## src/hw/rtl/seglcd_pkg.sv

```systemverilog
// Shared types, constants and lookup tables of the segment LCD driver.
`default_nettype none

package seglcd_pkg;

    // Defaults for the top-level parameters
    localparam int DIGIT_COUNT_DEF = 6;
    localparam int IMAGE_BYTES_DEF = 20;
    localparam int QUEUE_DEPTH_DEF = 2;

    // Binary to decimal conversion: two magnitude bits are consumed per cycle
    localparam int NUMBER_BITS    = 32;
    localparam int BITS_PER_CYCLE = 2;
    localparam int CONV_CYCLES    = NUMBER_BITS / BITS_PER_CYCLE;
    localparam int BCD_DIGITS     = 6;
    localparam int BCD_BITS       = 4 * BCD_DIGITS;

    // Sign segment of the integer display
    localparam logic [4:0] SIGN_BYTE = 5'd11;
    localparam int         SIGN_BIT  = 2;
    localparam logic [7:0] SIGN_MASK = 8'(1 << SIGN_BIT);

    // Offsets of the character ranges into the pattern table
    localparam logic [7:0] LOWER_OFFSET = 8'd87;
    localparam logic [7:0] UPPER_OFFSET = 8'd55;
    localparam logic [7:0] DIGIT_OFFSET = 8'd48;

    localparam logic [5:0] GLYPH_BLANK = 6'd36;
    localparam int         INDICATORS  = 16;

    typedef enum logic [1:0] {
        OP_CLEAR     = 2'd0,
        OP_CHAR      = 2'd1,
        OP_NUMBER    = 2'd2,
        OP_INDICATOR = 2'd3
    } op_t;

    typedef enum logic [1:0] {
        KIND_CLEAR,
        KIND_CHAR,
        KIND_NUMBER,
        KIND_IND
    } kind_t;

    typedef enum logic [1:0] {
        FRONT_IDLE,
        FRONT_CONVERT,
        FRONT_PUSH
    } front_state_t;

    // One classified command handed from the front to the back
    typedef struct packed {
        kind_t                 kind;
        logic [2:0]            position;
        logic [5:0]            glyph;
        logic [BCD_BITS-1:0]   bcd;
        logic [2:0]            count;
        logic                  neg;
        logic [4:0]            ind_addr;
        logic [2:0]            ind_bit;
        logic                  ind_on;
    } cmd_t;

    // Two pattern bytes of a digit or letter, first byte in the upper half
    function automatic logic [15:0] glyph_pattern(input logic [5:0] idx);
        logic [15:0] pat;
        unique case (idx)
            6'd0:    pat = 16'hFC28;
            6'd1:    pat = 16'h6020;
            6'd2:    pat = 16'hDB00;
            6'd3:    pat = 16'hF300;
            6'd4:    pat = 16'h6700;
            6'd5:    pat = 16'hB700;
            6'd6:    pat = 16'hBF00;
            6'd7:    pat = 16'hE400;
            6'd8:    pat = 16'hFF00;
            6'd9:    pat = 16'hF700;
            6'd10:   pat = 16'hEF00;
            6'd11:   pat = 16'hF150;
            6'd12:   pat = 16'h9C00;
            6'd13:   pat = 16'hF050;
            6'd14:   pat = 16'h9F00;
            6'd15:   pat = 16'h8F00;
            6'd16:   pat = 16'hBD00;
            6'd17:   pat = 16'h6F00;
            6'd18:   pat = 16'h9050;
            6'd19:   pat = 16'h7800;
            6'd20:   pat = 16'h0E22;
            6'd21:   pat = 16'h1C00;
            6'd22:   pat = 16'h6CA0;
            6'd23:   pat = 16'h6C82;
            6'd24:   pat = 16'hFC00;
            6'd25:   pat = 16'hCF00;
            6'd26:   pat = 16'hFC02;
            6'd27:   pat = 16'hCF02;
            6'd28:   pat = 16'hB700;
            6'd29:   pat = 16'h8050;
            6'd30:   pat = 16'h7C00;
            6'd31:   pat = 16'h0C28;
            6'd32:   pat = 16'h6C0A;
            6'd33:   pat = 16'h00AA;
            6'd34:   pat = 16'h00B0;
            6'd35:   pat = 16'h9028;
            default: pat = 16'h0000;
        endcase
        return pat;
    endfunction

    // First LCD byte of a character position
    function automatic logic [4:0] pos_byte(input logic [2:0] pos);
        logic [4:0] addr;
        unique case (pos)
            3'd1:    addr = 5'd10;
            3'd2:    addr = 5'd6;
            3'd3:    addr = 5'd4;
            3'd4:    addr = 5'd19;
            3'd5:    addr = 5'd15;
            3'd6:    addr = 5'd8;
            default: addr = 5'd0;
        endcase
        return addr;
    endfunction

    function automatic logic [4:0] ind_byte(input logic [3:0] idx);
        logic [4:0] addr;
        unique case (idx)
            4'd0, 4'd1:                  addr = 5'd9;
            4'd2, 4'd10:                 addr = 5'd5;
            4'd3, 4'd4, 4'd5, 4'd6:      addr = 5'd3;
            4'd7, 4'd8:                  addr = 5'd11;
            4'd9, 4'd13:                 addr = 5'd7;
            4'd11, 4'd14:                addr = 5'd20;
            default:                     addr = 5'd16;
        endcase
        return addr;
    endfunction

    function automatic logic [2:0] ind_bit(input logic [3:0] idx);
        logic [2:0] b;
        unique case (idx)
            4'd0, 4'd2, 4'd3, 4'd7, 4'd13, 4'd14, 4'd15: b = 3'd2;
            4'd5:                                        b = 3'd3;
            4'd6:                                        b = 3'd1;
            default:                                     b = 3'd0;
        endcase
        return b;
    endfunction

endpackage

`default_nettype wire

```

## src/hw/rtl/seglcd_front.sv

```systemverilog
// Front end: accepts input beats, classifies them and converts integers to decimal.
`default_nettype none

module seglcd_front #(
    parameter int DIGIT_COUNT = seglcd_pkg::DIGIT_COUNT_DEF
) (
    input  wire logic                clk,
    input  wire logic                rst_n,
    input  wire logic                push,
    output logic                     full,
    input  wire logic [1:0]          opcode,
    input  wire logic [2:0]          position,
    input  wire logic [7:0]          code,
    input  wire logic signed [31:0]  number,
    input  wire logic                indicator_on,
    output logic                     q_push,
    output seglcd_pkg::cmd_t         q_data,
    input  wire logic                q_full
);

    localparam int CNT_W = $clog2(seglcd_pkg::CONV_CYCLES);
    localparam int BB    = seglcd_pkg::BCD_BITS;

    seglcd_pkg::front_state_t state_reg, state_next;

    logic [seglcd_pkg::NUMBER_BITS-1:0] mag_reg;
    logic [BB-1:0]                      bcd_reg;
    logic                               big_reg;
    logic                               neg_reg;
    logic [CNT_W-1:0]                   cnt_reg;

    logic                               accept;
    logic                               load;
    seglcd_pkg::cmd_t                   direct_cmd;
    logic                               direct_valid;
    logic [5:0]                         glyph_idx;
    logic [BB:0]                        step_a;
    logic [BB:0]                        step_b;
    logic [2:0]                         ndigits;
    logic [2:0]                         count;

    // One shift-and-add-three step; the bit shifted out of the top digit is returned
    function automatic logic [BB:0] dabble(input logic [BB-1:0] bcd, input logic in_bit);
        logic [BB-1:0] fixed;
        fixed = bcd;
        for (int i = 0; i < seglcd_pkg::BCD_DIGITS; i++) begin
            if (bcd[4*i +: 4] >= 4'd5) begin
                fixed[4*i +: 4] = bcd[4*i +: 4] + 4'd3;
            end
        end
        return {fixed, in_bit};
    endfunction

    assign accept = push && !full;
    assign full   = (state_reg != seglcd_pkg::FRONT_IDLE) || q_full;

    always_comb
    begin
        if (code >= 8'h61 && code <= 8'h7A) begin
            glyph_idx = 6'(code - seglcd_pkg::LOWER_OFFSET);
        end else if (code >= 8'h41 && code <= 8'h5A) begin
            glyph_idx = 6'(code - seglcd_pkg::UPPER_OFFSET);
        end else if (code >= 8'h30 && code <= 8'h39) begin
            glyph_idx = 6'(code - seglcd_pkg::DIGIT_OFFSET);
        end else begin
            glyph_idx = seglcd_pkg::GLYPH_BLANK;
        end
    end

    always_comb
    begin
        direct_cmd   = '0;
        direct_valid = 1'b0;
        unique case (seglcd_pkg::op_t'(opcode))
            seglcd_pkg::OP_CLEAR:
            begin
                direct_cmd.kind = seglcd_pkg::KIND_CLEAR;
                direct_valid    = 1'b1;
            end
            seglcd_pkg::OP_CHAR:
            begin
                direct_cmd.kind     = seglcd_pkg::KIND_CHAR;
                direct_cmd.position = position;
                direct_cmd.glyph    = glyph_idx;
                direct_valid        = (position >= 3'd1) && (position <= 3'd6);
            end
            seglcd_pkg::OP_NUMBER:
            begin
                direct_cmd.kind = seglcd_pkg::KIND_NUMBER;
            end
            seglcd_pkg::OP_INDICATOR:
            begin
                direct_cmd.kind     = seglcd_pkg::KIND_IND;
                direct_cmd.ind_addr = seglcd_pkg::ind_byte(code[3:0]);
                direct_cmd.ind_bit  = seglcd_pkg::ind_bit(code[3:0]);
                direct_cmd.ind_on   = indicator_on;
                direct_valid        = (code < 8'(seglcd_pkg::INDICATORS));
            end
        endcase
    end

    // Digits shown, at most DIGIT_COUNT: all six once the magnitude reached a million, else
    // the significant ones, at least one so that zero shows a single 0.
    always_comb
    begin
        ndigits = 3'd1;
        for (int i = 1; i < seglcd_pkg::BCD_DIGITS; i++) begin
            if (bcd_reg[4*i +: 4] != 4'd0) begin
                ndigits = 3'(i + 1);
            end
        end
        if (big_reg) begin
            ndigits = 3'(seglcd_pkg::BCD_DIGITS);
        end
        count = (ndigits > 3'(DIGIT_COUNT)) ? 3'(DIGIT_COUNT) : ndigits;
    end

    always_comb
    begin
        state_next = state_reg;
        q_push     = 1'b0;
        q_data     = direct_cmd;
        load       = 1'b0;
        unique case (state_reg)
            seglcd_pkg::FRONT_IDLE:
            begin
                if (accept) begin
                    if (seglcd_pkg::op_t'(opcode) == seglcd_pkg::OP_NUMBER) begin
                        load       = 1'b1;
                        state_next = seglcd_pkg::FRONT_CONVERT;
                    end else begin
                        q_push = direct_valid;
                    end
                end
            end
            seglcd_pkg::FRONT_CONVERT:
            begin
                if (cnt_reg == CNT_W'(seglcd_pkg::CONV_CYCLES - 1)) begin
                    state_next = seglcd_pkg::FRONT_PUSH;
                end
            end
            seglcd_pkg::FRONT_PUSH:
            begin
                // The converted integer waits here while the queue is full.
                q_data       = '0;
                q_data.kind  = seglcd_pkg::KIND_NUMBER;
                q_data.bcd   = bcd_reg;
                q_data.count = count;
                q_data.neg   = neg_reg;
                if (!q_full) begin
                    q_push     = 1'b1;
                    state_next = seglcd_pkg::FRONT_IDLE;
                end
            end
            default:
            begin
                state_next = seglcd_pkg::FRONT_IDLE;
            end
        endcase
    end

    assign step_a = dabble(bcd_reg, mag_reg[seglcd_pkg::NUMBER_BITS-1]);
    assign step_b = dabble(step_a[BB-1:0], mag_reg[seglcd_pkg::NUMBER_BITS-2]);

    always_ff @(posedge clk or negedge rst_n)
    begin
        if (!rst_n) begin
            state_reg <= seglcd_pkg::FRONT_IDLE;
        end else begin
            state_reg <= state_next;
        end
    end

    always_ff @(posedge clk)
    begin
        if (load) begin
            neg_reg <= number[31];
            mag_reg <= number[31] ? (32'd0 - number) : number;
            bcd_reg <= '0;
            big_reg <= 1'b0;
            cnt_reg <= '0;
        end else if (state_reg == seglcd_pkg::FRONT_CONVERT) begin
            mag_reg <= {mag_reg[seglcd_pkg::NUMBER_BITS-3:0], 2'b00};
            bcd_reg <= step_b[BB-1:0];
            big_reg <= big_reg | step_a[BB] | step_b[BB];
            cnt_reg <= cnt_reg + CNT_W'(1);
        end
    end

endmodule

`default_nettype wire

```

## src/hw/rtl/seglcd_cmd_queue.sv

```systemverilog
// Short command queue between the front end and the back end.
`default_nettype none

module seglcd_cmd_queue #(
    parameter int DEPTH = seglcd_pkg::QUEUE_DEPTH_DEF
) (
    input  wire logic              clk,
    input  wire logic              rst_n,
    input  wire logic              push,
    input  wire seglcd_pkg::cmd_t  push_data,
    output logic                   full,
    input  wire logic              pop,
    output seglcd_pkg::cmd_t       head,
    output logic                   empty
);

    localparam int PTR_W = (DEPTH > 1) ? $clog2(DEPTH) : 1;
    localparam int CNT_W = $clog2(DEPTH + 1);

    seglcd_pkg::cmd_t entry_reg [DEPTH];
    logic [PTR_W-1:0] wr_ptr_reg;
    logic [PTR_W-1:0] rd_ptr_reg;
    logic [CNT_W-1:0] count_reg;
    logic             do_push;
    logic             do_pop;

    assign full    = (count_reg == CNT_W'(DEPTH));
    assign empty   = (count_reg == '0);
    assign do_push = push && !full;
    assign do_pop  = pop && !empty;
    assign head    = entry_reg[rd_ptr_reg];

    always_ff @(posedge clk or negedge rst_n)
    begin
        if (!rst_n) begin
            wr_ptr_reg <= '0;
            rd_ptr_reg <= '0;
            count_reg  <= '0;
        end else begin
            if (do_push) begin
                wr_ptr_reg <= (wr_ptr_reg == PTR_W'(DEPTH - 1)) ? '0 : wr_ptr_reg + PTR_W'(1);
            end
            if (do_pop) begin
                rd_ptr_reg <= (rd_ptr_reg == PTR_W'(DEPTH - 1)) ? '0 : rd_ptr_reg + PTR_W'(1);
            end
            if (do_push && !do_pop) begin
                count_reg <= count_reg + CNT_W'(1);
            end else if (do_pop && !do_push) begin
                count_reg <= count_reg - CNT_W'(1);
            end
        end
    end

    always_ff @(posedge clk)
    begin
        if (do_push) begin
            entry_reg[wr_ptr_reg] <= push_data;
        end
    end

endmodule

`default_nettype wire

```

## src/hw/rtl/seglcd_back.sv

```systemverilog
// Back end: holds the LCD image and issues one byte write per cycle while commands wait and the output is not held.
`default_nettype none

module seglcd_back #(
    parameter int IMAGE_BYTES = seglcd_pkg::IMAGE_BYTES_DEF
) (
    input  wire logic              clk,
    input  wire logic              rst_n,
    input  wire seglcd_pkg::cmd_t  head,
    input  wire logic              q_empty,
    output logic                   q_pop,
    output logic                   empty,
    input  wire logic              pop,
    output logic [4:0]             byte_address,
    output logic [7:0]             byte_value,
    output logic                   clear_all,
    output logic                   last_write
);

    localparam int IDX_W = $clog2(IMAGE_BYTES);

    logic [7:0]  image_reg [IMAGE_BYTES];
    logic [3:0]  step_reg;
    logic        out_valid_reg;
    logic [4:0]  addr_reg;
    logic [7:0]  value_reg;
    logic        clear_reg;
    logic        last_reg;

    logic        emit;
    logic [4:0]  addr;
    logic [7:0]  value;
    logic        clr;
    logic        last;
    logic [15:0] pattern;
    logic [5:0]  glyph;
    logic [2:0]  char_pos;
    logic [2:0]  digit_idx;
    logic [7:0]  current;
    logic [7:0]  ind_mask;

    assign emit      = !q_empty && (!out_valid_reg || pop);
    assign q_pop     = emit && last;
    assign digit_idx = step_reg[3:1];
    assign ind_mask  = 8'd1 << head.ind_bit;

    always_comb
    begin
        addr     = '0;
        value    = '0;
        clr      = 1'b0;
        last     = 1'b1;
        glyph    = head.glyph;
        char_pos = head.position;
        current  = '0;
        pattern  = '0;
        unique case (head.kind)
            seglcd_pkg::KIND_CLEAR:
            begin
                clr = 1'b1;
            end
            seglcd_pkg::KIND_CHAR, seglcd_pkg::KIND_NUMBER:
            begin
                if (head.kind == seglcd_pkg::KIND_NUMBER) begin
                    char_pos = 3'd6 - digit_idx;
                    glyph    = {2'b00, head.bcd[{digit_idx, 2'b00} +: 4]};
                end
                pattern = seglcd_pkg::glyph_pattern(glyph);
                if (head.kind == seglcd_pkg::KIND_NUMBER && digit_idx == head.count) begin
                    // Sign beat after the digits; it sees any digit just written to its byte
                    addr    = seglcd_pkg::SIGN_BYTE;
                    current = image_reg[IDX_W'(seglcd_pkg::SIGN_BYTE - 5'd1)];
                    value   = head.neg ? (current | seglcd_pkg::SIGN_MASK)
                                       : (current & ~seglcd_pkg::SIGN_MASK);
                end else begin
                    addr  = seglcd_pkg::pos_byte(char_pos) + {4'd0, step_reg[0]};
                    value = step_reg[0] ? pattern[7:0] : pattern[15:8];
                    last  = step_reg[0] && (head.kind == seglcd_pkg::KIND_CHAR);
                end
            end
            seglcd_pkg::KIND_IND:
            begin
                addr    = head.ind_addr;
                current = image_reg[IDX_W'(head.ind_addr - 5'd1)];
                value   = head.ind_on ? (current | ind_mask) : (current & ~ind_mask);
            end
            default:
            begin
                clr = 1'b0;
            end
        endcase
    end

    always_ff @(posedge clk or negedge rst_n)
    begin
        if (!rst_n) begin
            out_valid_reg <= 1'b0;
            step_reg      <= '0;
            for (int i = 0; i < IMAGE_BYTES; i++) begin
                image_reg[i] <= '0;
            end
        end else begin
            if (emit) begin
                out_valid_reg <= 1'b1;
                step_reg      <= last ? 4'd0 : step_reg + 4'd1;
                if (clr) begin
                    for (int i = 0; i < IMAGE_BYTES; i++) begin
                        image_reg[i] <= '0;
                    end
                end else begin
                    image_reg[IDX_W'(addr - 5'd1)] <= value;
                end
            end else if (pop) begin
                out_valid_reg <= 1'b0;
            end
        end
    end

    always_ff @(posedge clk)
    begin
        if (emit) begin
            addr_reg  <= addr;
            value_reg <= value;
            clear_reg <= clr;
            last_reg  <= last;
        end
    end

    assign empty        = !out_valid_reg;
    assign byte_address = addr_reg;
    assign byte_value   = value_reg;
    assign clear_all    = clear_reg;
    assign last_write   = last_reg;

endmodule

`default_nettype wire

```

## src/hw/rtl/segment_lcd_text_and_number_driver_core.sv

```systemverilog
// Top level of the six-character fourteen-segment LCD image driver.
// Input beats are taken on the push/full queue interface: a beat is accepted at a clock
// edge where push is high and full is low. Each beat clears the image, draws a character,
// shows a signed integer or changes an indicator segment. Every LCD byte changed is
// reported as one result beat on the empty/pop interface, in order, with last_write set
// on the final beat caused by an input beat; a clear gives a single beat with clear_all.
// Beats that write nothing (position out of range, indicator index above fifteen) give
// no result. The front end takes one beat per cycle for characters, indicators and
// clears while the queue is not full; an integer holds it through the binary to decimal
// conversion, two magnitude bits per cycle, until it is queued. The back end issues one
// byte write per cycle while the output is not held: two per character, up to thirteen
// for an integer. A two-entry command queue lets the front end convert the next integer
// while the back end is still writing. When pop stays low the output register holds its
// beat, the back end waits and, once the queue fills, full rises. Reset clears the image
// to zero and empties all stages.
`default_nettype none

module segment_lcd_text_and_number_driver_core #(
    parameter int DIGIT_COUNT = seglcd_pkg::DIGIT_COUNT_DEF,
    parameter int IMAGE_BYTES = seglcd_pkg::IMAGE_BYTES_DEF,
    parameter int QUEUE_DEPTH = seglcd_pkg::QUEUE_DEPTH_DEF
) (
    input  wire logic                clk,
    input  wire logic                rst_n,
    input  wire logic                push,
    output logic                     full,
    input  wire logic [1:0]          opcode,
    input  wire logic [2:0]          position,
    input  wire logic [7:0]          code,
    input  wire logic signed [31:0]  number,
    input  wire logic                indicator_on,
    output logic                     empty,
    input  wire logic                pop,
    output logic [4:0]               byte_address,
    output logic [7:0]               byte_value,
    output logic                     clear_all,
    output logic                     last_write
);

    // Command handshake between the front end, the queue and the back end
    logic             q_push;
    logic             q_full;
    logic             q_pop;
    logic             q_empty;
    seglcd_pkg::cmd_t q_data;
    seglcd_pkg::cmd_t q_head;

    seglcd_front #(
        .DIGIT_COUNT (DIGIT_COUNT)
    ) u_front (
        .clk          (clk),
        .rst_n        (rst_n),
        .push         (push),
        .full         (full),
        .opcode       (opcode),
        .position     (position),
        .code         (code),
        .number       (number),
        .indicator_on (indicator_on),
        .q_push       (q_push),
        .q_data       (q_data),
        .q_full       (q_full)
    );

    seglcd_cmd_queue #(
        .DEPTH (QUEUE_DEPTH)
    ) u_queue (
        .clk       (clk),
        .rst_n     (rst_n),
        .push      (q_push),
        .push_data (q_data),
        .full      (q_full),
        .pop       (q_pop),
        .head      (q_head),
        .empty     (q_empty)
    );

    seglcd_back #(
        .IMAGE_BYTES (IMAGE_BYTES)
    ) u_back (
        .clk          (clk),
        .rst_n        (rst_n),
        .head         (q_head),
        .q_empty      (q_empty),
        .q_pop        (q_pop),
        .empty        (empty),
        .pop          (pop),
        .byte_address (byte_address),
        .byte_value   (byte_value),
        .clear_all    (clear_all),
        .last_write   (last_write)
    );

    // The front end must never offer a command that the queue cannot take.
    a_no_push_when_full: assert property (@(posedge clk) disable iff (!rst_n)
        q_push |-> !q_full)
        else $error("command pushed into a full queue");

    // The back end retires a command only when one is waiting.
    a_no_pop_when_empty: assert property (@(posedge clk) disable iff (!rst_n)
        q_pop |-> !q_empty)
        else $error("command retired from an empty queue");

    // A clear is a single beat at address zero that closes its item.
    a_clear_beat: assert property (@(posedge clk) disable iff (!rst_n)
        (!empty && clear_all) |-> (byte_address == 5'd0 && byte_value == 8'd0 && last_write))
        else $error("clear beat with a stray address, value or missing last mark");

    // A beat that writes a byte always names an LCD byte in the image.
    a_address_range: assert property (@(posedge clk) disable iff (!rst_n)
        (!empty && !clear_all) |->
            (byte_address >= 5'd1 && 6'(byte_address) <= 6'(IMAGE_BYTES)))
        else $error("byte write outside the LCD image");

endmodule

`default_nettype wire
```

## config.mk

```make
export PLATFORM = sky130hd
export DESIGN_NAME = segment_lcd_text_and_number_driver_core
export DESIGN_NICKNAME = d
export VERILOG_FILES = /design/src/hw/rtl/seglcd_pkg.sv /design/src/hw/rtl/seglcd_front.sv /design/src/hw/rtl/seglcd_cmd_queue.sv /design/src/hw/rtl/seglcd_back.sv /design/src/hw/rtl/segment_lcd_text_and_number_driver_core.sv
export SDC_FILE = /design/constraint.sdc
export NUM_CORES = 1
export LEC_CHECK = 0
export BUFFER_PORTS_ARGS = -buffer_cell sky130_fd_sc_hd__buf_2
export CAP_MARGIN = 15
export CORE_UTILIZATION = 30
export CTS_CLUSTER_SIZE = 10
export DETAILED_ROUTE_END_ITERATION = 12
export GPL_TIMING_DRIVEN = 0
export SKIP_LAST_GASP = 1
export SYNTH_ARGS = -nofsm -noshare
export SYNTH_HDL_FRONTEND = slang
export SYNTH_SLANG_ARGS = --single-unit
```

## constraint.sdc

```tcl
create_clock -name clk -period 8.3 [get_ports clk]
set_clock_uncertainty 0.15 [all_clocks]
set_input_delay 0.83 -clock clk [delete_from_list [all_inputs] [get_ports clk]]
set_output_delay 0.83 -clock clk [all_outputs]
set_load 0.02 [all_outputs]
```

==> After elaboration in Yosys (flattened, before gate mapping) <==
Memories as Yosys holds them, arrays and structs flattened.
Cells that the tools add are included.
W data, S select, Z words.
{ "classes": {"add_sub_neg": 26, "order_cmp": 25, "eq_ne": 21, "n_shift": 2, "n_mux": 75, "bitwise": 7, "n_reduce_logical": 37} }
{ "ops": {"columns": ["op", "count"], "rows": [
  ["$bwmux W160", 1],
  ["$mux W160", 1],
  ["$mux W32", 3],
  ["$mux W4", 13],
  ["$add A4 B2 Y4 const B", 12],
  ["$ge A4 B3 Y1 const B", 12],
  ["$mux W48", 1],
  ["$mux W8", 6],
  ["$bmux W8 S5", 1],
  ["$demux W8 S5", 1],
  ["$sub A1 B32 Y32 const A", 1],
  ["$mux W6", 5],
  ["$pmux W5 S6", 1],
  ["$mux W3", 8],
  ["$shiftx A24 B6 Y4", 1],
  ["$reduce_bool A4 Y1", 5],
  ["$mux W9", 2],
  ["$ge A8 B7 Y1 const B", 2],
  ["$le A8 B7 Y1 const B", 2],
  ["$mux W2", 8],
  ["$pmux W8 S2", 1],
  ["$mux W1", 15],
  ["$mux W5", 3],
  ["$logic_and A1 B1 Y1", 14],
  ["43 further kinds", 74]
]} }
{ "totals": {"regBits": 248, "ram_bits": 96, "romBits": 1008, "wordCells": 232, "mem_count": 4} }
{ "memory_table": {"columns": ["memory", "depth", "width", "rd", "rd_ports_with_merged_regs", "wr", "line", "source"], "rows": [
  ["(name not given)", 64, 14, 1, 0, 0, "seglcd_pkg.sv:67", "unique case (idx)"],
  ["u_queue.entry_reg", 2, 48, 1, 0, 1, "seglcd_cmd_queue.sv:20", "seglcd_pkg::cmd_t entry_reg [DEPTH];"],
  ["(name not given)", 16, 5, 1, 0, 0, "seglcd_pkg.sv:126", "unique case (idx)"],
  ["(name not given)", 16, 2, 1, 0, 0, "seglcd_pkg.sv:140", "unique case (idx)"]
]} }

==> Logic depth before layout (Yosys ltp) <==
Gate-level depths: netlist of the first run.
An unclocked memory read counts as a cell.
{ "logic_depth": {"word_depth": 19, "mapped_depth": 23} }

==> Modules after synthesis <==
Synthesis of the first run repeated with hierarchy kept, for this count alone.
{ "unflattened": {"hier_cells": 1807, "area_unflattened_um2": 19103.3} }
{ "by_module_without_submodules": {"columns": ["mod", "instances", "cells_per_inst", "area_each_um2", "seq_area_each_um2"], "rows": [
  ["seglcd_back", 1, 1012, 10296.1, 4579.4],
  ["seglcd_front", 1, 627, 5101.1, 1621.6],
  ["seglcd_cmd_queue", 1, 168, 3706.1, 2982.9]
]} }

==> Worst setup path after synthesis of the first run <==
Ideal clock, no wire load.
{ "synth_timing": {"path_type": "input to register", "start": "input port code[4]", "end": "memory u_queue.entry_reg[0][0] (netlist name), enable pin", "setup_ns": 0.568, "arrival_ns": 5.825, "required_ns": 7.582, "setup_slack_ns": 1.757, "cell_stages": 5, "path_buffers": 0, "path_cell_list": "inv_1 ha_1 a41o_1 a21oi_1 nor4_1"} }
{ "synth_via": {"elab_chain_cells": 8} }
{ "synth_lines": {"columns": ["item", "line", "source"], "rows": [
  ["start, declared", "segment_lcd_text_and_number_driver_core.sv:29", "input wire logic [7:0] code,"],
  ["$lt A8 B5 Y1", "seglcd_front.sv:97", "direct_valid = (code < 8'(seglcd_pkg::INDICATORS));"],
  ["$pmux W1 S3", "seglcd_front.sv:74", "unique case (seglcd_pkg::op_t'(opcode))"],
  ["$mux W1", "seglcd_front.sv:128", "if (seglcd_pkg::op_t'(opcode) == seglcd_pkg::OP_NUMBER) begin"],
  ["$mux W1", "seglcd_front.sv:127", "if (accept) begin"],
  ["$pmux W1 S2", "seglcd_front.sv:124", "unique case (state_reg)"],
  ["$logic_and A1 B1 Y1", "seglcd_cmd_queue.sv:29", "assign do_push = push && !full;"],
  ["$mux W1", "seglcd_cmd_queue.sv:56", "if (do_push) begin"],
  ["$mux W1 (not written as such)", "seglcd_cmd_queue.sv:57", "entry_reg[wr_ptr_reg] <= push_data;"],
  ["end, declared", "seglcd_cmd_queue.sv:20", null]
]} }
Every way passes these cells.

==> Worst setup path in the final report of the first run <==
{ "layout_timing": {"start": "register u_queue.rd_ptr_reg", "end": "register u_back.image_reg[102] (netlist name)"} }
{ "layout_via": {"elab_chain_cells": 19, "word_cells_on_any_way": 49} }
{ "layout_lines": {"columns": ["item", "line", "source"], "rows": [
  ["start, declared", "seglcd_cmd_queue.sv:22", "logic [PTR_W-1:0] rd_ptr_reg;"],
  ["start signal, assigned", "seglcd_cmd_queue.sv:44", "rd_ptr_reg <= (rd_ptr_reg == PTR_W'(DEPTH - 1)) ? '0 : rd_ptr_reg + PTR_W'(1);"],
  ["$mem_v2 Z2 W48 (*)", null, null],
  ["$eq A2 B2 Y1", "seglcd_back.sv:57, seglcd_back.sv:64, seglcd_back.sv:69", null],
  ["$mux W3", "seglcd_back.sv:64", "if (head.kind == seglcd_pkg::KIND_NUMBER) begin"],
  ["$mux W3", "seglcd_back.sv:57", "unique case (head.kind)"],
  ["$eq A3 B3 Y1, or another cell as far along", "seglcd_pkg.sv:112", "unique case (pos)"],
  ["$pmux W5 S6", "seglcd_pkg.sv:112", null],
  ["$mux W5", "seglcd_back.sv:69", "if (head.kind == seglcd_pkg::KIND_NUMBER && digit_idx == head.count) begin"],
  ["$mux W5", "seglcd_back.sv:57", null],
  ["[... 3 more ...]", null, null],
  ["$sub A5 B1 Y5", "seglcd_back.sv:111", "image_reg[IDX_W'(addr - 5'd1)] <= value;"],
  ["$not A5 Y6 (not written as such)", "seglcd_back.sv:111", null],
  ["$ge A6 B6 Y1 (not written as such) / $lt A6 B1 Y1 (equally long branches)", "seglcd_back.sv:111", null],
  ["$logic_and A1 B1 Y1 (not written as such)", "seglcd_back.sv:111", null],
  ["$mux W8 (not written as such)", "seglcd_back.sv:111", null],
  ["$demux W8 S5", "seglcd_back.sv:111", null],
  ["$bwmux W160", "seglcd_back.sv:111", null],
  ["$mux W160 (*)", "seglcd_back.sv:106", "if (clr) begin"],
  ["end signal, assigned by index", "seglcd_back.sv:111", null],
  ["end, declared", "seglcd_back.sv:22", "logic [7:0] image_reg [IMAGE_BYTES];"]
]} }
Every way passes the cells marked *; elsewhere a longest branch is shown, timed or not. The select of a mux whose other input is x is not followed.
A chain may end at the register's enable or synchronous reset.

==> results of run 1 <==
-- power breakdown --
group	switching, µW	total (µW)	internal (µW)	leakage, µW
clock	693	1620	924	0.000564
combinational	2540	3940	1390	0.00424
sequential	266	2540	2280	0.00397
-- per-stage QoR --
step	cell area [µm²]	hold slack [ps]
after floorplan	18980	267.6
after global placement	20350	289.8
after detailed placement	20500	290.5
after CTS	21670	105.4
after global routing	21700	138.8
final	21700	99.47
-- critical path: cells and delay by family, from the launching register on --
| kind | cells | cell delay (ps) |
|---|---|---|
| buffers and inverters | 10 | 2010 |
| and+or+nand+nor | 4 | 1600 |
| muxes | 2 | 870 |
| adders and majority gates | 3 | 840 |
| AOI/OAI and AO/OA | 3 | 390 |
| DFF | 1 | 380 |
-- final timing paths --
path / slack (ps) / cells after the start / startpoint / to
min: 100 / 1 / rst_n / u_back.image_reg[156]
min in group clk: 300 / 2 / u_front.mag_reg[30] / u_front.bcd_reg[0]
min reg2reg: 300 / 2 / u_front.mag_reg[30] / u_front.bcd_reg[0]
max in group asynchronous: 6950 / 2 / rst_n / u_back.image_reg[91]
max: 1880 / 22 / u_queue.rd_ptr_reg / u_back.image_reg[102]
max reg2reg: 1880 / 22 / u_queue.rd_ptr_reg / u_back.image_reg[102]
-- metal layers --
layer  GRT usage (%)  vias up  part of all wire (%)  wire [µm]
met5               0        -                     0          0
met4           5.281        0                   2.7       1483
met3           2.837      101                   6.7       3614
met2           28.49      506                    48      25870
met1           22.62     7140                    43      23290
li1                -     6645                     -          -
-- cell families (layout without fill, tap and decap cells) --
| group | after synthesis | in the layout | synth area share [%] |
|---|---|---|---|
| and+or+nand+nor | 559 | 559 | 14.64 |
| AOI/OAI and AO/OA | 354 | 354 | 11.99 |
| DFF | 342 | 342 | 48.07 |
| muxes | 214 | 214 | 14.69 |
| buffers and inverters | 176 | 320 | 4.285 |
| xor gates and xnor gates | 57 | 57 | 2.630 |
| adders and majority gates | 56 | 56 | 3.692 |
-- Yosys cell counts, types with 10 or more instances --
cell and count:
nand2b_1 22, dfxtp_1 29, nor2b_1 12, dfrtp_1 171
o31ai_1 14, xnor2_1 25, nor2_1 95, buf_4 10
a21oi_1 62, mux2_2 18, ha_1 56, mux4_2 47
nor3b_1 14, nor3_1 19, o21ai_0 99, edfxtp_1 142
and2_1 21, clkbuf_1 56, inv_1 63, nand2_1 197
o21a_1 10, nand3_1 108, buf_2 25, o21ai_1 57
mux2i_1 144, xor2_1 32
-- layout make-up --
type | instances | area [µm²] | area share [%]
Buffer | 105 | 546.8 | 2.520
Clock buffer | 61 | 1111 | 5.121
Clock inverter | 7 | 62.56 | 0.2883
Inverter | 71 | 266.5 | 1.228
Multi-Input combinational cell | 1240 | 9050 | 41.71
Sequential cell | 342 | 9124 | 42.05
Tap cell | 837 | 1047 | 4.826
Timing Repair Buffer | 76 | 490.5 | 2.260
==> results.json, run 1 <==
{
  "ys_seq_area_share_pct": 48.07,
  "cts-hold-fix-buffers": 0,
  "rsz0062_at_grt": "false",
  "firstDrtPassIters": 5,
  "htree_num_levels": 2,
  "synth_edf_count": 142,
  "final_common_cell": "nand2_1",
  "crit_fanout": 10,
  "cts_setup_buffers": 0,
  "worst_pin_slew_ps": 1037,
  "ir_worst_vdd_mv": 0.2571,
  "critPathLaunchType": "register",
  "dp_hpwl_mm": 39.54,
  "yosysUniqueCellTypes": 99,
  "total_power_uw": 8098,
  "status": "finished clean",
  "pre_cts_slack_ps": 2010,
  "synth_area_leaders": "dfrtp_1 (23%), edfxtp_1 (22%), mux2i_1 (7.6%)",
  "via_count": 14390,
  "synth_area_per_cell_um2": 10.80,
  "grt_pass1_vias": 14580,
  "clk_pin_slew_ps": 60,
  "cts.sinks": 342,
  "syn-num-nets": 1864,
  "cap_violations": 0,
  "core_mm2": 0.06205,
  "avgViaCountPerCell": 5.254,
  "max_stage_delay_ps": 710,
  "worst_ep_required_time_ps": 8580,
  "setup_tns_ps": 0,
  "largest_reg_flops": 160,
  "dp_cells": 2670,
  "placementRows": 91,
  "synth_ff_type": "dfrtp_1",
  "grt_max_degree": 99,
  "min_period_ps": 6419,
  "area_delta_synth_final_pct": 14.33,
  "port-buffer-count": 65,
  "postRouteAntennaNets": 0,
  "powerDensity_mw_per_mm2": 373.2,
  "layout_common_cells": "nand2_1 (197), dfrtp_1 (171), mux2i_1 (144), edfxtp_1 (142), nand3_1 (108)",
  "fin_crit_sh_pct": 77.34,
  "grt_antenna_before_repair": 0,
  "cts_made_buffers": 41,
  "finalSetupViolCount": 0,
  "clk_path_buf_depth": 3,
  "clock_latency_ps": 560,
  "cts_tree": "built",
  "utilization_pct": 34.97,
  "wl_mm": 54.26,
  "nNetsFinal": 1983,
  "ios": 67,
  "yosysWarningCount": 0,
  "synthCells": 1758,
  "ys_seq_elements": 342,
  "power.leakage_uw": 0.008776,
  "end_kind": "register",
  "wl_per_cell_um": 19.81,
  "relSlewSlack_pct": 29.09,
  "die_w_um": 253.5,
  "die_h_um": 253.5,
  "drv_slew": 0,
  "diodes": 0,
  "synth_top_area_share_pct": 22.55,
  "crit_slowest_cell": "nor3_1",
  "cts_resized": 0,
  "async_flop_share_pct": 50.00,
  "drc_errors": 0,
  "hp-class": "input port to asynchronous set/reset pin",
  "stdcell_count": 2739,
  "fmax_mhz": 155.8,
  "place.gp.congestion": 0.9287,
  "start_util_pct": 30.59,
  "layout-drive-gt1-share_pct": 14.98,
  "synth_top_area_cell": "dfrtp_1",
  "grt_usage_pct": 17.11,
  "gr-total-overflow": 0,
  "worst-setup-path-type": "register to register",
  "design.die.area_mm2": 0.06427,
  "hold_viol": 0,
  "worst-endpoint-arrival_ps": 6690,
  "setup_slack_ps": 1881,
  "cts-root-buf": "clkbuf_16",
  "path_cells": "buf_6, buf_12, buf_6, buf_6, buf_2, buf_2, mux2i_1, ha_1, clkinv_1, mux2i_1, nand2b_1, inv_1, ha_1, ha_1, inv_1, o41ai_1, o21a_1, nor3_1, nand3_1, clkbuf_1, nand3_1, o21ai_2",
  "grt_pass1_wl_mm": 85.29,
  "first_iter_violations": 1283,
  "nFillCells": 6219,
  "mappedNetlistArea_mm2": 0.01898
}
(Power assumes the default switching activity.)
==> inputs of run 2 (changes only) <==
==> constraint.sdc (replaced) <==
create_clock -name clk -period 5.17 [get_ports clk]
set_clock_uncertainty 0.15 [all_clocks]
set_input_delay 0.517 -clock clk [delete_from_list [all_inputs] [get_ports clk]]
set_output_delay 0.517 -clock clk [all_outputs]
set_load 0.02 [all_outputs]
==> run 2 against run 1 <==
Compared with the run above: register-to-register slack worse by 1600 ps; routed wire length rose by 1.2%; sequential cell count did not move; maximum frequency increased by 31%; worst setup slack worse by 1600 ps; sequential share of layout area shrank 0.93 points; hold slack improved by 30 ps; via count grew 1.3%.
==> results.json, run 2 (synthesis results as in run 1) <==
{
  "hold_path_startpoint": "number[31]",
  "gr-total-overflow": 0,
  "ios": 67,
  "clock_latency_ps": 540,
  "utilization_pct": 35.76,
  "clk_pin_slew_ps": 60,
  "power.leakage_uw": 0.008969,
  "cts.sinks": 342,
  "worst-endpoint-arrival_ps": 5190,
  "hp-class": "input port to register",
  "min_to": "u_front.neg_reg",
  "die_h_um": 253.5,
  "hold_viol": 0,
  "min_period_ps": 4917,
  "design_area_mm2": 0.02219,
  "finalSetupViolCount": 0,
  "fin_crit_sh_pct": 95.10,
  "first_iter_violations": 1233,
  "dp_cells": 2668,
  "design.die.area_mm2": 0.06427,
  "placementRows": 91,
  "layout_common_cells": "nand2_1 (197), dfrtp_1 (171), edfxtp_1 (142), mux2i_1 (140), nand3_1 (103)",
  "layout-drive-gt1-share_pct": 17.36,
  "start_util_pct": 30.59,
  "largest_reg_flops": 160,
  "port-buffer-count": 65,
  "wl_mm": 54.90,
  "core_mm2": 0.06205,
  "ir_worst_vdd_mv": 0.3803,
  "grt_pass1_vias": 14810,
  "relSlewSlack_pct": 21.78,
  "fmax_mhz": 203.4,
  "place.gp.congestion": 0.9010,
  "stdcell_count": 2762,
  "crit_fanout": 28,
  "reg2reg_setup_slack_ps": 250,
  "grt_max_degree": 97,
  "rsz0062_at_grt": "false",
  "grt_pass1_wl_mm": 85.01,
  "cts_tree": "built",
  "grt_antenna_before_repair": 1,
  "setup_tns_ps": 0,
  "wl_per_cell_um": 19.88,
  "final_common_cell": "nand2_1",
  "area_delta_synth_final_pct": 16.91,
  "die_w_um": 253.5,
  "grt_usage_pct": 17.19,
  "status": "finished clean",
  "placed_area_mm2": 0.02050,
  "nNetsFinal": 2002,
  "clk_path_buf_depth": 3,
  "worst-setup-path-type": "register to register",
  "drc_errors": 0,
  "r2r-end": "u_back.image_reg[119]",
  "total_power_uw": 13400,
  "dp_hpwl_mm": 39.58,
  "critPathLaunchType": "register",
  "cap_violations": 0,
  "worst_pin_slew_ps": 1166,
  "powerDensity_mw_per_mm2": 604.0,
  "htree_num_levels": 2,
  "reg2reg_depth": 22,
  "cts_made_buffers": 42,
  "timing.rr.start": "u_queue.rd_ptr_reg",
  "worst_ep_required_time_ps": 5440,
  "firstDrtPassIters": 6,
  "end_kind": "register",
  "crit_start": "u_queue.rd_ptr_reg",
  "via_count": 14580,
  "drv_slew": 0,
  "min_path_cells": 1,
  "avgViaCountPerCell": 5.278,
  "cts-root-buf": "clkbuf_16",
  "postRouteAntennaNets": 0
}
run 2: changes by cell type in the layout (fill, tap and decap cells not counted), moves of 4 or more:
cell,before,now
buf_12,2,9
buf_2,89,77
buf_4,17,35
buf_8,1,5
clkbuf_1,75,69
clkbuf_2,0,5
mux2i_1,144,140
nand3_1,108,103
nand3_2,0,5
run 2: power by group:
part / total (µW) / internal [µW] / switching, µW / leakage (µW)
registers: 4090 / 3660 / 432 / 0.00397
logic: 6600 / 2410 / 4200 / 0.00440
clock network: 2710 / 1590 / 1120 / 0.000597
run 2: cell type report:
type	count	area, µm²
Antenna cell	1	2.502
Buffer	102	583.1
Clock buffer	68	1210
Clock inverter	4	30.03
Fill cell	6115	39860
Inverter	71	269.0
Multi-Input combinational cell	1240	9199
Sequential cell	342	9124
Tap cell	837	1047
Timing Repair Buffer	97	724.4
run 2: critical path, stage by stage, from the launching register on:
cell	delay, ps
dfrtp_1	390
buf_8	190
buf_12	170
buf_6	200
buf_8	250
mux2i_2	300
inv_1	100
ha_2	230
inv_4	130
mux2i_4	260
nand2b_1	150
inv_1	50
ha_1	210
ha_1	280
inv_1	30
o41ai_1	100
a22oi_2	270
buf_4	210
nor4b_4	370
buf_4	190
a21bo_1	190
buf_4	190
mux2i_1	130
run 2: metrics by stage:
step                hold slack, ps  setup WS [ps]
floorplan                    71.41          277.3
global placement             289.1         -983.3
detailed placement           285.5          -1038
CTS                          103.6          1.574
global route                 111.6          11.50
finish                       129.6          253.3
run 2: routing by layer:
metal  routed length (µm)  share of wire [%]  up-vias  global-route usage [%]
li1                     -                  -     6667                       -
met1                22440                 41     7242                   21.34
met2                26020                 47      550                   28.50
met3                 4483                8.2      118                   4.353
met4                 1915                3.5        2                   6.649
met5                   37              0.067        -                  0.4633
run 2: what timing repair did:
item                                   CTS  global route
resized for setup                       37            22
pin swaps                               14             5
endpoints found under the hold margin   75             0
setup buffers                           19             4
hold buffers                             1             0
setup endpoints to repair              169           168
run 2: how the worst max path moves through the flow:
stage,cells after the start,end
after floorplan,22,u_back.image_reg[40]
after global placement,22,u_back.image_reg[38]
after detailed placement,22,u_back.image_reg[102]
after CTS,19,u_back.byte_value[5]
after global routing,22,u_back.image_reg[119]
final,22,u_back.image_reg[119]
==> inputs of run 3 (changes only) <==
--- a/config.mk
+++ b/config.mk
@@ -7,7 +7,7 @@
 export LEC_CHECK = 0
 export BUFFER_PORTS_ARGS = -buffer_cell sky130_fd_sc_hd__buf_2
 export CAP_MARGIN = 15
-export CORE_UTILIZATION = 30
+export CORE_UTILIZATION = 44
 export CTS_CLUSTER_SIZE = 10
 export DETAILED_ROUTE_END_ITERATION = 12
 export GPL_TIMING_DRIVEN = 0
==> run 3 against run 2 <==
Compared with the run above: combinational power is 1% higher; sequential cell count stayed put; design area is 0.70% lower; clock-buffer cell count is 4 higher; non-clock buffer count is 5 higher; clock power is 4% higher; critical path depth is 6 lower; utilization is 16 points higher; sequential share of layout area is 0.29 points higher.
==> results.json, run 3 (synthesis results as in run 1) <==
{
  "met2_usage_pct": 41.55,
  "die_w_um": 209.7,
  "powerDensity_mw_per_mm2": 617.3,
  "ios": 67,
  "use_met3_pct": 3.516,
  "placed_area_mm2": 0.02013,
  "grt_pass1_wl_mm": 84.40,
  "crit_fanout": 10,
  "avgViaCountPerCell": 5.884,
  "nFillCells": 3816,
  "nNetsFinal": 2007,
  "final_common_cell": "nand2_1",
  "wl_per_cell_um": 22.40,
  "first_iter_violations": 1187,
  "clock_latency_ps": 580,
  "worst_pin_slew_ps": 1114,
  "setup_slack_ps": 144.2,
  "area_delta_synth_final_pct": 16.09,
  "start_util_pct": 44.95,
  "worst-setup-path-type": "register to register",
  "grt_pass1_vias": 14120,
  "core_mm2": 0.04223,
  "die_h_um": 209.7,
  "status": "finished clean",
  "place.gp.congestion": 0.9433,
  "reg2reg_setup_slack_ps": 140,
  "postRouteAntennaNets": 0,
  "firstDrtPassIters": 5,
  "worst_ep_required_time_ps": 5460,
  "power_frac_comb_pct": 49.1,
  "cts.sinks": 342,
  "relSlewSlack_pct": 25.27,
  "setup_tns_ps": 0,
  "grt_antenna_before_repair": 0,
  "largest_reg_flops": 160,
  "rsz0062_at_grt": "true",
  "end_kind": "register",
  "htree_num_levels": 2,
  "hp-class": "input port to register",
  "clk_pin_slew_ps": 60,
  "top_usage_layer": "met2",
  "cap_violations": 0,
  "ir_worst_vdd_mv": 0.3796,
  "design.die.area_mm2": 0.04397,
  "gr-total-overflow": 0,
  "hold_viol": 0,
  "min_period_ps": 5026,
  "clk_path_buf_depth": 3,
  "placementRows": 75,
  "cts_made_buffers": 42,
  "finalSetupViolCount": 0,
  "fin_crit_sh_pct": 97.21,
  "layout_common_cells": "nand2_1 (197), dfrtp_1 (171), edfxtp_1 (142), mux2i_1 (140), nand3_1 (102)",
  "power.leakage_uw": 0.009048,
  "dp_hpwl_mm": 38.76,
  "design_area_mm2": 0.02203,
  "intPower_uw": 7787,
  "layout-drive-gt1-share_pct": 17.80,
  "use_met1_pct": 33.75,
  "port-buffer-count": 65,
  "cts_tree": "built",
  "pre_cts_slack_ps": -1052,
  "wl_mm": 55.38,
  "grt_usage_pct": 25.15,
  "p_sw_share_pct": 42.74,
  "worst-endpoint-arrival_ps": 5310,
  "critPathLaunchType": "register",
  "fmax_mhz": 199.0,
  "drc_errors": 0,
  "diodes": 0,
  "cts-root-buf": "clkbuf_16",
  "p_sw_uw": 5813,
  "grt_max_degree": 89,
  "p_clk_share_pct": 20.8,
  "hold_slack_ps": 103.0,
  "drv_slew": 0,
  "seqPwrFrac_pct": 30.1,
  "via_count": 14550
}
[run 3: final timing paths]
path	end	startpoint	cells past startpoint
min reg2reg	u_front.bcd_reg[0]	u_front.mag_reg[30]	2
min	u_front.neg_reg	number[31]	1
max	u_back.image_reg[68]	u_queue.rd_ptr_reg	16
max in group asynchronous	u_front.state_reg[0]	rst_n	3
max reg2reg	u_back.image_reg[68]	u_queue.rd_ptr_reg	16
min in group asynchronous	u_back.image_reg[106]	rst_n	2
[run 3: repair_timing]
item,in CTS,in global routing
setup buffers,11,15
pin swaps,11,13
gates cloned,0,1
endpoints found under the setup margin,169,168
resized for setup,40,33
hold buffers,1,0
endpoints found under the hold margin,87,0
[run 3: cell type report]
| class | instances | area (µm²) | share of cell area [%] |
|---|---|---|---|
| Clock inverter | 4 | 63.81 | 0.2896 |
| Tap cell | 539 | 674.4 | 3.061 |
| Inverter | 71 | 267.8 | 1.215 |
| Multi-Input combinational cell | 1240 | 9264 | 42.05 |
| Clock buffer | 72 | 1235 | 5.605 |
| Sequential cell | 342 | 9124 | 41.41 |
| Timing Repair Buffer | 101 | 785.8 | 3.566 |
| Buffer | 103 | 618.1 | 2.805 |
[run 3: power by group through the flow]
stage	Sequential [µW]	Combinational [µW]	Clock, µW
after floorplan	4060	4270	0
after global placement	4110	6070	0
after detailed placement	4120	6210	0
after CTS	4080	6440	2870
after global routing	4160	7170	2970
final	4090	6680	2830
[run 3: per-layer routing]
layer / vias up / routed length, µm
met3: 105 / 2829
met4: 0 / 1884
met2: 456 / 26720
met1: 7306 / 23950
met5: - / 0
li1: 6679 / -
[run 3: worst max-delay path, stage by stage, from the launching register on]
cell and delay (ps):
dfrtp_1 410, buf_12 170, buf_12 160, mux2i_4 430, buf_4 330, buf_6 260
ha_1 290, clkbuf_2 370, clkbuf_4 380, mux4_2 350, mux2i_1 330, mux2i_1 190
a22oi_1 190, nor2_1 110, a41oi_4 290, buf_4 300, o22ai_1 130
[run 3: through the flow]
stage | power (µW) | utilization, % | cells
2_1_floorplan | 8323 | - | 1758
3_3_place_gp | 10170 | 47.33 | 2362
3_5_place_dp | 10330 | 47.68 | 2370
4_1_cts | 13380 | 51.45 | 2456
5_1_grt | 14310 | 52.17 | 2472
6_report | 13600 | 52.17 | 2472
